<file path="config.mk">
export PLATFORM = sky130hd
export DESIGN_NAME = uuencode_line_encoder
export DESIGN_NICKNAME = d
export VERILOG_FILES = /design/src/sv/ule_pkg.sv /design/src/sv/uuencode_line_encoder.sv /design/src/sv/ule_ctrl.sv /design/src/sv/ule_datapath.sv
export SDC_FILE = /design/constraint.sdc
export NUM_CORES = 1
export LEC_CHECK = 0
export CAP_MARGIN = 20
export CORE_MARGIN = 4
export CORE_UTILIZATION = 45
export CTS_BUF_LIST = sky130_fd_sc_hd__clkbuf_8 sky130_fd_sc_hd__clkbuf_16
export CTS_CLUSTER_SIZE = 14
export DETAILED_ROUTE_END_ITERATION = 6
export DONT_BUFFER_PORTS = 1
export GPL_TIMING_DRIVEN = 0
export MAX_ROUTING_LAYER = met4
export SYNTH_ARGS = -nofsm -noshare
export SYNTH_HDL_FRONTEND = slang
export SYNTH_HIERARCHICAL = 1
export SYNTH_SLANG_ARGS = --single-unit
</file>
<file path="constraint.sdc">
create_clock -name clock -period 3.2 [get_ports clock]
set_clock_uncertainty 0.15 [all_clocks]
set_input_delay 0.32 -clock clock [delete_from_list [all_inputs] [get_ports clock]]
set_output_delay 0.32 -clock clock [all_outputs]
set_load 0.005 [all_outputs]
</file>
<file path="src/sv/ule_pkg.sv">
// uuencode line encoder: shared constants, types and the character mapping
// no dependencies; imported by every module of the block
`default_nettype none

package ule_pkg;

   // line geometry
   localparam int LINE_BYTES = 45;
   localparam int NGROUPS    = (LINE_BYTES + 2) / 3;
   localparam int FILL_W     = $clog2(LINE_BYTES + 1);
   localparam int GRP_W      = (NGROUPS > 1) ? $clog2(NGROUPS) : 1;

   // characters
   localparam logic [6:0] ZERO_CHAR    = 7'h60;
   localparam logic [6:0] SPACE_CHAR   = 7'h20;
   localparam logic [6:0] NEWLINE_CHAR = 7'h0A;

   // result bus: out_char, char_total, line_total, one pad bit
   localparam int RSP_DATA_W = 72;

   typedef enum logic [2:0] {
      ST_IDLE,
      ST_LEN,
      ST_CH0,
      ST_CH1,
      ST_CH2,
      ST_CH3,
      ST_NL
   } ule_state_type;

   typedef enum logic [1:0] {
      LEN_FULL,
      LEN_FILL,
      LEN_ZERO
   } ule_len_sel_type;

   typedef enum logic [2:0] {
      CHR_LEN,
      CHR_S0,
      CHR_S1,
      CHR_S2,
      CHR_S3,
      CHR_NL
   } ule_chr_sel_type;

   typedef struct packed {
      logic            store;      // write the incoming byte
      logic            fill_clear; // buffer restarts empty
      logic            len_load;   // load the length of the next line
      ule_len_sel_type len_sel;
      logic            grp_start;  // first group read, load bytes left
      logic            grp_next;   // advance to next group and read it
      logic            emit;       // load one character into the output register
      ule_chr_sel_type chr_sel;
      logic            last;       // final character of this transaction
   } ule_cmd_type;

   typedef struct packed {
      logic out_free;  // output register can take a character
      logic fill_top;  // one byte short of a full line
      logic fill_nz;   // buffer holds bytes
      logic len_zero;  // current line carries no bytes
      logic last_grp;  // current group is the last of the line
   } ule_status_type;

   // six-bit value to printable character
   function automatic logic [6:0] to_printable(input logic [5:0] v);
      logic [6:0] c;
      c = (v == 6'd0) ? ZERO_CHAR : ({1'b0, v} + SPACE_CHAR);
      return c;
   endfunction

endpackage

`default_nettype wire

</file>
<file path="src/sv/uuencode_line_encoder.sv">
// uuencode line encoder: top level joining controller and datapath
// depends on ule_pkg, ule_ctrl, ule_datapath
//
// Usage: raw bytes enter on the req_ stream, one per transaction (req_tuser
// high marks a valid byte, req_tlast marks the end of the stream). Bytes are
// buffered; on the 45th byte, or at stream end, one encoded line goes out on
// the rsp_ stream, one character per transaction: length character, four
// characters per group of three bytes, newline. Stream end then adds an empty
// line. rsp_tlast is high on the last character caused by a request.
// Timing: a byte-only request keeps req_tready high. A request that completes
// a line is followed by 2 + 4*ceil(n/3) characters (62 for a full line) at
// one per cycle while rsp_tready is high; the line buffer memory port and the
// single output register set this pace. During emission req_tready is low; it
// returns high after the newline is loaded.
// Stall: a low rsp_tready holds the output register and freezes the line.
// Reset: fill count and totals clear, no result pending; the buffer
// contents are not cleared and need no clearing pass.
`default_nettype none

module uuencode_line_encoder
   import ule_pkg::*;
(
   input  wire logic                  clock,
   input  wire logic                  reset,
   input  wire logic                  req_tvalid,
   output logic                       req_tready,
   input  wire logic [7:0]            req_tdata,  // [7:0] data_byte
   input  wire logic                  req_tuser,  // [0] has_byte
   input  wire logic                  req_tlast,  // stream_end
   output logic                       rsp_tvalid,
   input  wire logic                  rsp_tready,
   output logic [RSP_DATA_W-1:0]      rsp_tdata,  // [6:0] out_char, [38:7] char_total,
                                                  // [70:39] line_total, [71] zero
   output logic                       rsp_tlast   // last_of_run
);

   ule_cmd_type    cmd;
   ule_status_type status;

   // sequencing
   ule_ctrl u_ctrl (
      .clock      (clock),
      .reset      (reset),
      .req_tvalid (req_tvalid),
      .req_tready (req_tready),
      .has_byte   (req_tuser),
      .stream_end (req_tlast),
      .status     (status),
      .cmd        (cmd)
   );

   // buffer, encoding and output
   ule_datapath u_datapath (
      .clock      (clock),
      .reset      (reset),
      .data_byte  (req_tdata),
      .cmd        (cmd),
      .status     (status),
      .rsp_tready (rsp_tready),
      .rsp_tvalid (rsp_tvalid),
      .rsp_tlast  (rsp_tlast),
      .rsp_tdata  (rsp_tdata)
   );

endmodule

`default_nettype wire

</file>
<file path="src/sv/ule_ctrl.sv">
// uuencode line encoder: controller state machine sequencing one line at a time
// depends on ule_pkg; drives the datapath through ule_cmd_type
`default_nettype none

module ule_ctrl
   import ule_pkg::*;
(
   input  wire logic           clock,
   input  wire logic           reset,
   input  wire logic           req_tvalid,
   output logic                req_tready,
   input  wire logic           has_byte,
   input  wire logic           stream_end,
   input  wire ule_status_type status,
   output ule_cmd_type         cmd
);

   ule_state_type state_ff, state_in;
   logic          end_pend_ff, end_pend_in;

   // state and pending end-of-stream flag
   always_ff @(posedge clock) begin
      if (reset) begin
         state_ff    <= ST_IDLE;
         end_pend_ff <= 1'b0;
      end else begin
         state_ff    <= state_in;
         end_pend_ff <= end_pend_in;
      end
   end

   // next state and commands
   always_comb begin
      logic full;
      logic nz_after;
      full        = has_byte && status.fill_top;
      nz_after    = has_byte || status.fill_nz;
      state_in    = state_ff;
      end_pend_in = end_pend_ff;
      req_tready  = 1'b0;
      cmd         = '0;
      cmd.len_sel = LEN_ZERO;
      cmd.chr_sel = CHR_LEN;
      unique case (state_ff)
         ST_IDLE: begin
            req_tready = 1'b1;
            if (req_tvalid) begin
               cmd.store = has_byte;
               if (full) begin
                  cmd.len_load   = 1'b1;
                  cmd.len_sel    = LEN_FULL;
                  cmd.fill_clear = 1'b1;
                  end_pend_in    = stream_end;
                  state_in       = ST_LEN;
               end else if (stream_end) begin
                  cmd.len_load   = 1'b1;
                  cmd.len_sel    = nz_after ? LEN_FILL : LEN_ZERO;
                  cmd.fill_clear = 1'b1;
                  end_pend_in    = nz_after;
                  state_in       = ST_LEN;
               end
            end
         end
         ST_LEN: begin
            if (status.out_free) begin
               cmd.emit      = 1'b1;
               cmd.chr_sel   = CHR_LEN;
               cmd.grp_start = 1'b1;
               state_in      = status.len_zero ? ST_NL : ST_CH0;
            end
         end
         ST_CH0: begin
            if (status.out_free) begin
               cmd.emit    = 1'b1;
               cmd.chr_sel = CHR_S0;
               state_in    = ST_CH1;
            end
         end
         ST_CH1: begin
            if (status.out_free) begin
               cmd.emit    = 1'b1;
               cmd.chr_sel = CHR_S1;
               state_in    = ST_CH2;
            end
         end
         ST_CH2: begin
            if (status.out_free) begin
               cmd.emit    = 1'b1;
               cmd.chr_sel = CHR_S2;
               state_in    = ST_CH3;
            end
         end
         ST_CH3: begin
            if (status.out_free) begin
               cmd.emit    = 1'b1;
               cmd.chr_sel = CHR_S3;
               if (status.last_grp) begin
                  state_in = ST_NL;
               end else begin
                  cmd.grp_next = 1'b1;
                  state_in     = ST_CH0;
               end
            end
         end
         ST_NL: begin
            if (status.out_free) begin
               cmd.emit    = 1'b1;
               cmd.chr_sel = CHR_NL;
               cmd.last    = !end_pend_ff;
               if (end_pend_ff) begin
                  // empty line closes the stream
                  cmd.len_load = 1'b1;
                  cmd.len_sel  = LEN_ZERO;
                  end_pend_in  = 1'b0;
                  state_in     = ST_LEN;
               end else begin
                  state_in = ST_IDLE;
               end
            end
         end
         default: begin
            state_in = ST_IDLE;
         end
      endcase
   end

endmodule

`default_nettype wire

</file>
<file path="src/sv/ule_datapath.sv">
// uuencode line encoder: line buffer, group reader, character mapping,
// output register and saturating totals; depends on ule_pkg
`default_nettype none

module ule_datapath
   import ule_pkg::*;
(
   input  wire logic              clock,
   input  wire logic              reset,
   input  wire logic [7:0]        data_byte,
   input  wire ule_cmd_type       cmd,
   output ule_status_type         status,
   input  wire logic              rsp_tready,
   output logic                   rsp_tvalid,
   output logic                   rsp_tlast,
   output logic [RSP_DATA_W-1:0]  rsp_tdata
);

   // line buffer split in three byte lanes, one row per group
   logic [7:0] lane0_mem [NGROUPS];
   logic [7:0] lane1_mem [NGROUPS];
   logic [7:0] lane2_mem [NGROUPS];

   logic [FILL_W-1:0] fill_ff, fill_in;
   logic [GRP_W-1:0]  fill_grp_ff, fill_grp_in;
   logic [1:0]        fill_lane_ff, fill_lane_in;
   logic [FILL_W-1:0] line_len_ff, line_len_in;
   logic [GRP_W-1:0]  grp_ff, grp_in;
   logic [FILL_W-1:0] left_ff, left_in;
   logic [7:0]        rd0_ff, rd1_ff, rd2_ff;
   logic [6:0]        char_ff;
   logic              last_ff;
   logic              valid_ff, valid_in;
   logic [31:0]       char_total_ff, char_total_in;
   logic [31:0]       line_total_ff, line_total_in;

   logic [FILL_W-1:0] fill_new;
   logic              rd_en;
   logic [GRP_W-1:0]  rd_addr;
   logic [23:0]       group;
   logic [6:0]        char_sel;

   // fill position of the next byte
   always_comb begin
      fill_new     = fill_ff + FILL_W'(cmd.store);
      fill_in      = fill_ff;
      fill_grp_in  = fill_grp_ff;
      fill_lane_in = fill_lane_ff;
      if (cmd.fill_clear) begin
         fill_in      = '0;
         fill_grp_in  = '0;
         fill_lane_in = 2'd0;
      end else if (cmd.store) begin
         fill_in = fill_new;
         if (fill_lane_ff == 2'd2) begin
            fill_lane_in = 2'd0;
            fill_grp_in  = fill_grp_ff + GRP_W'(1);
         end else begin
            fill_lane_in = fill_lane_ff + 2'd1;
         end
      end
   end

   // line length and group walk
   always_comb begin
      line_len_in = line_len_ff;
      if (cmd.len_load) begin
         case (cmd.len_sel)
            LEN_FULL: line_len_in = FILL_W'(LINE_BYTES);
            LEN_FILL: line_len_in = fill_new;
            default:  line_len_in = '0;
         endcase
      end
      grp_in  = grp_ff;
      left_in = left_ff;
      if (cmd.grp_start) begin
         grp_in  = '0;
         left_in = line_len_ff;
      end else if (cmd.grp_next) begin
         grp_in  = grp_ff + GRP_W'(1);
         left_in = left_ff - FILL_W'(3);
      end
      rd_en   = cmd.grp_start || cmd.grp_next;
      rd_addr = cmd.grp_start ? '0 : (grp_ff + GRP_W'(1));
   end

   always_ff @(posedge clock) begin
      if (reset) begin
         fill_ff      <= '0;
         fill_grp_ff  <= '0;
         fill_lane_ff <= 2'd0;
      end else begin
         fill_ff      <= fill_in;
         fill_grp_ff  <= fill_grp_in;
         fill_lane_ff <= fill_lane_in;
      end
   end

   always_ff @(posedge clock) begin
      line_len_ff <= line_len_in;
      grp_ff      <= grp_in;
      left_ff     <= left_in;
   end

   // buffer write on store, registered group read
   always_ff @(posedge clock) begin
      if (cmd.store && fill_lane_ff == 2'd0) lane0_mem[fill_grp_ff] <= data_byte;
      if (cmd.store && fill_lane_ff == 2'd1) lane1_mem[fill_grp_ff] <= data_byte;
      if (cmd.store && fill_lane_ff == 2'd2) lane2_mem[fill_grp_ff] <= data_byte;
      if (rd_en) begin
         rd0_ff <= lane0_mem[rd_addr];
         rd1_ff <= lane1_mem[rd_addr];
         rd2_ff <= lane2_mem[rd_addr];
      end
   end

   // bytes past the line end read as zero
   always_comb begin
      group = {rd0_ff,
               (left_ff >= FILL_W'(2)) ? rd1_ff : 8'h00,
               (left_ff >= FILL_W'(3)) ? rd2_ff : 8'h00};
      case (cmd.chr_sel)
         CHR_LEN: char_sel = to_printable(line_len_ff[5:0]);
         CHR_S0:  char_sel = to_printable(group[23:18]);
         CHR_S1:  char_sel = to_printable(group[17:12]);
         CHR_S2:  char_sel = to_printable(group[11:6]);
         CHR_S3:  char_sel = to_printable(group[5:0]);
         default: char_sel = NEWLINE_CHAR;
      endcase
   end

   // output register and saturating totals
   always_comb begin
      valid_in      = valid_ff && !rsp_tready;
      char_total_in = char_total_ff;
      line_total_in = line_total_ff;
      if (cmd.emit) begin
         valid_in = 1'b1;
         if (char_total_ff != '1) char_total_in = char_total_ff + 32'd1;
         if (cmd.chr_sel == CHR_NL && line_total_ff != '1) begin
            line_total_in = line_total_ff + 32'd1;
         end
      end
   end

   always_ff @(posedge clock) begin
      if (reset) begin
         valid_ff      <= 1'b0;
         char_total_ff <= '0;
         line_total_ff <= '0;
      end else begin
         valid_ff      <= valid_in;
         char_total_ff <= char_total_in;
         line_total_ff <= line_total_in;
      end
   end

   always_ff @(posedge clock) begin
      if (cmd.emit) begin
         char_ff <= char_sel;
         last_ff <= cmd.last;
      end
   end

   // status toward the controller
   always_comb begin
      status.out_free = !valid_ff || rsp_tready;
      status.fill_top = (fill_ff == FILL_W'(LINE_BYTES - 1));
      status.fill_nz  = (fill_ff != '0);
      status.len_zero = (line_len_ff == '0);
      status.last_grp = (left_ff <= FILL_W'(3));
   end

   assign rsp_tvalid = valid_ff;
   assign rsp_tlast  = last_ff;
   assign rsp_tdata  = {1'b0, line_total_ff, char_total_ff, char_ff};

endmodule

`default_nettype wire

</file>
==> results.md <==
- Pre-CTS WS: -1.73 ns
- Compound-Gate Fraction of Synth Area: 8.56%
- DIE AREA: 48,800 sq um
- YS warnings: 6
- WL per Instance: 23.2 um
- Die Span X: 221 um
- CTS tree: yes
- Die height: 221 um
- #FFs+latches synth: 489
- Vias: 13,000
- Seq/Total Area, Yosys: 67.8%
- CTS sink count: 489
- Simple-gate share of the synthesized area: 11.8%
- Distinct cells, synth: 64
- Floorplan row count: 77
- Status: finished clean
- Mux share of post-synthesis cell area: 7.89%
- PortBufs: 0
- Register Area: 13,800 sq um
- Initial Util: 45.9%
- Startpoint types: flop
- Synth top area share: 59.4%
- CP required: 3.57 ns
- Total CTS buffers: 50
- WP data arrival: 3.46 ns
- Syn avg cell area: 13.8 sq um
- Synth area leaders: edfxtp_1 59%, dfxtp_1 8.3%, mux4_2 6.3%
- Worst skew pair latency: 0.60 ns
- CTS Buffer Depth: 3
- Max-Cap Viols: 0
- Drt first pass iters: 5
- Synth top cells by count: 404 x edfxtp_1, 123 x nand2_1, 109 x nor2_1, 85 x dfxtp_1, 78 x a21oi_1
- Drt drc: 0
- Cells after Synth: 1,480
- Power density cells: 610 nW/um^2
- Largest family of logic cells by synthesized area: simple AND/OR/NAND/NOR gates
- Setup-failing EPs final: 0
- Slew Viols, Final: 0
- Fill cells: 3,707
- Power Total: 14.5 mW
- Slew @ Worst Pin: 0.897 ns
- Final WS setup: 0.110 ns
- Fmax: 324 MHz
- RR Startpoint: u_ctrl/state_ff[1]
- Initial detailed-routing violation count: 1,244
- Number of synthesized flops with an enable pin: 404
- Post-synth net total: 1,505
- Final net count: 1,590
- Hold Crit Class: in -> reg
- Synth async-reset ratio: 0%
- Peak supply drop: 0.505 mV
- Drt via density: 5.93
- Cell taking the most area after synthesis: edfxtp_1
- Vias in the first global route: 12,700
- Final Hold Fails: 0
- Max transition margin: 40.0%
- Initial antenna violation count: 1
- Crit path from: u_ctrl/state_ff[1]
- Crit path kind: reg -> reg
- Adder-cell share of the synthesized area: 0.674%
- GRT overflow: 0
- HP Start: reset
- Ys flop type: edfxtp_1
- Top-count cell post-synth: edfxtp_1
- Synth-to-layout area growth: 16.0%
- RSZ-0062 raised after global routing: true
- Clock slew at reported path FFs: 0.06 ns
- Area of the multi-input gates: 6620 sq um
- Core area: 44,500 sq um
- Largest net degree at the start of global routing: 46
- Crit Path Max Fanout: 10
- Depth of the CTS H-tree: 2
- Total Wirelength: 51,000 um
- Minimum clock period: 3.09 ns
- Fin crit share: 96.6%
- Synth Area in XOR/XNOR: 1.20%
- Layout cells sized above 1: 17.7%
- Leak pwr: 7.29 nW
- Routability congestion estimate: 0.900
- Cell Area, Synth: 20,400 sq um
- First-pass GRT wire length: 77,500 um
- Detail Placement HPWL: 34,000 um
- Num ports: 89
- CP endpoint kind: flop
- Total track usage: 20.9%
- Clock root buffer: clkbuf_16
- Final ANT Viol Nets: 0
what timing repair did:
item,in CTS,in global routing
buffers inserted,3,11
pin swaps,4,5
hold buffers,22,0
setup endpoints to repair,414,373
endpoints found under the hold margin,375,0
cloned,0,0
gates resized for setup,138,44
layout by cell type (no fill, tap or decap), types with 16 or more instances in the layout:
cell type / n
edfxtp_1: 404
nand2_1: 123
dfxtp_1: 82
a21oi_1: 77
nor2_1: 66
mux4_2: 57
o21ai_0: 55
clkbuf_16: 50
clkbuf_1: 47
nand3_1: 42
a31oi_1: 37
nor2_4: 31
nor2b_1: 30
or4_1: 29
mux2i_1: 26
or3_1: 26
o31ai_1: 26
a211oi_1: 25
inv_1: 24
xor2_1: 20
o22ai_1: 20
nand4_1: 19
nor3_1: 18
buf_4: 16
cells by family (layout without fill, tap and decap cells):
group | count (synthesis) | in the layout
AO/OA/AOI/OAI | 285 | 285
AND/OR/NAND/NOR | 470 | 470
flip-flops | 489 | 489
adder cells (fa/ha/maj) | 11 | 11
other | 1 | 2
XOR/XNOR | 28 | 28
multiplexers | 89 | 89
buffers and inverters | 107 | 230
worst max-delay path: stages, from the launching register on:
cell	delay [ns]
dfxtp_2	0.37
buf_6	0.16
nand2b_1	0.13
o21ai_0	0.07
and2_2	0.25
nand4b_4	0.23
or4_4	0.55
or3_1	0.31
buf_2	0.18
or4_4	0.49
a21oi_2	0.14
through the flow:
step                utilization [%]  TNS [ns]  area (sq um)  hold WS, ns  instances
floorplan                         -         0         20400        0.239       1480
global placement               47.5   -212.40         21200        0.243       2072
detailed placement             47.5   -236.73         21200        0.244       2072
CTS                            52.7     -8.22         23500       0.0415       2185
global route                   53.2   -0.0343         23700       0.0910       2196
finish                         53.2         0         23700       0.0543       2196
area by class of cell:
cell class                      count  area share (%)
Clock buffer                       50            5.28
Inverter                           19           0.322
Sequential cell                   489            58.4
Clock inverter                     40            1.09
Multi-Input combinational cell    884            27.9
Tap cell                          592            3.13
Timing Repair Buffer               36            1.82
Buffer                             85            1.98
Antenna cell                        1          0.0106
power breakdown:
part	total [mW]	switching, mW	internal [mW]
Combinational	1.78	1.07	0.703
Clock	5.41	2.41	3.00
Sequential	7.27	0.139	7.13
Total	14.5	3.62	10.8
registers in the layout (all words and copies together), names as in the netlist, 6 cells and up:
| signal | flops |
|---|---|
| u_datapath/lane0_mem | 120 |
| u_datapath/lane1_mem | 120 |
| u_datapath/lane2_mem | 120 |
| u_datapath/char_total_ff | 32 |
| u_datapath/line_total_ff | 32 |
| u_datapath/rd0_ff | 8 |
| u_datapath/rd1_ff | 8 |
| u_datapath/rd2_ff | 8 |
| u_datapath/char_ff | 7 |
| u_datapath/fill_ff | 6 |
| u_datapath/left_ff | 6 |
| u_datapath/line_len_ff | 6 |
path summary, 6_finish.rpt:
check | endpoint | slack, ns | depth (start not counted)
max | u_datapath/line_total_ff[31] | 0.11 | 10
min | u_datapath/char_total_ff[8] | 0.05 | 2
max reg2reg | u_datapath/line_total_ff[31] | 0.11 | 10
min reg2reg | u_datapath/fill_lane_ff[1] | 0.36 | 2
layer usage:
layer / part of all wire (%) / vias to the layer above / wire (um) / track usage (%)
li1: - / 5955 / - / -
met1: 42 / 6512 / 21300 / 26.9
met2: 48 / 448 / 24700 / 33.9
met3: 6.8 / 109 / 3480 / 4.20
met4: 3.1 / 0 / 1580 / 6.74
met5: 0 / - / 0 / -
(Power assumes the default switching activity.)
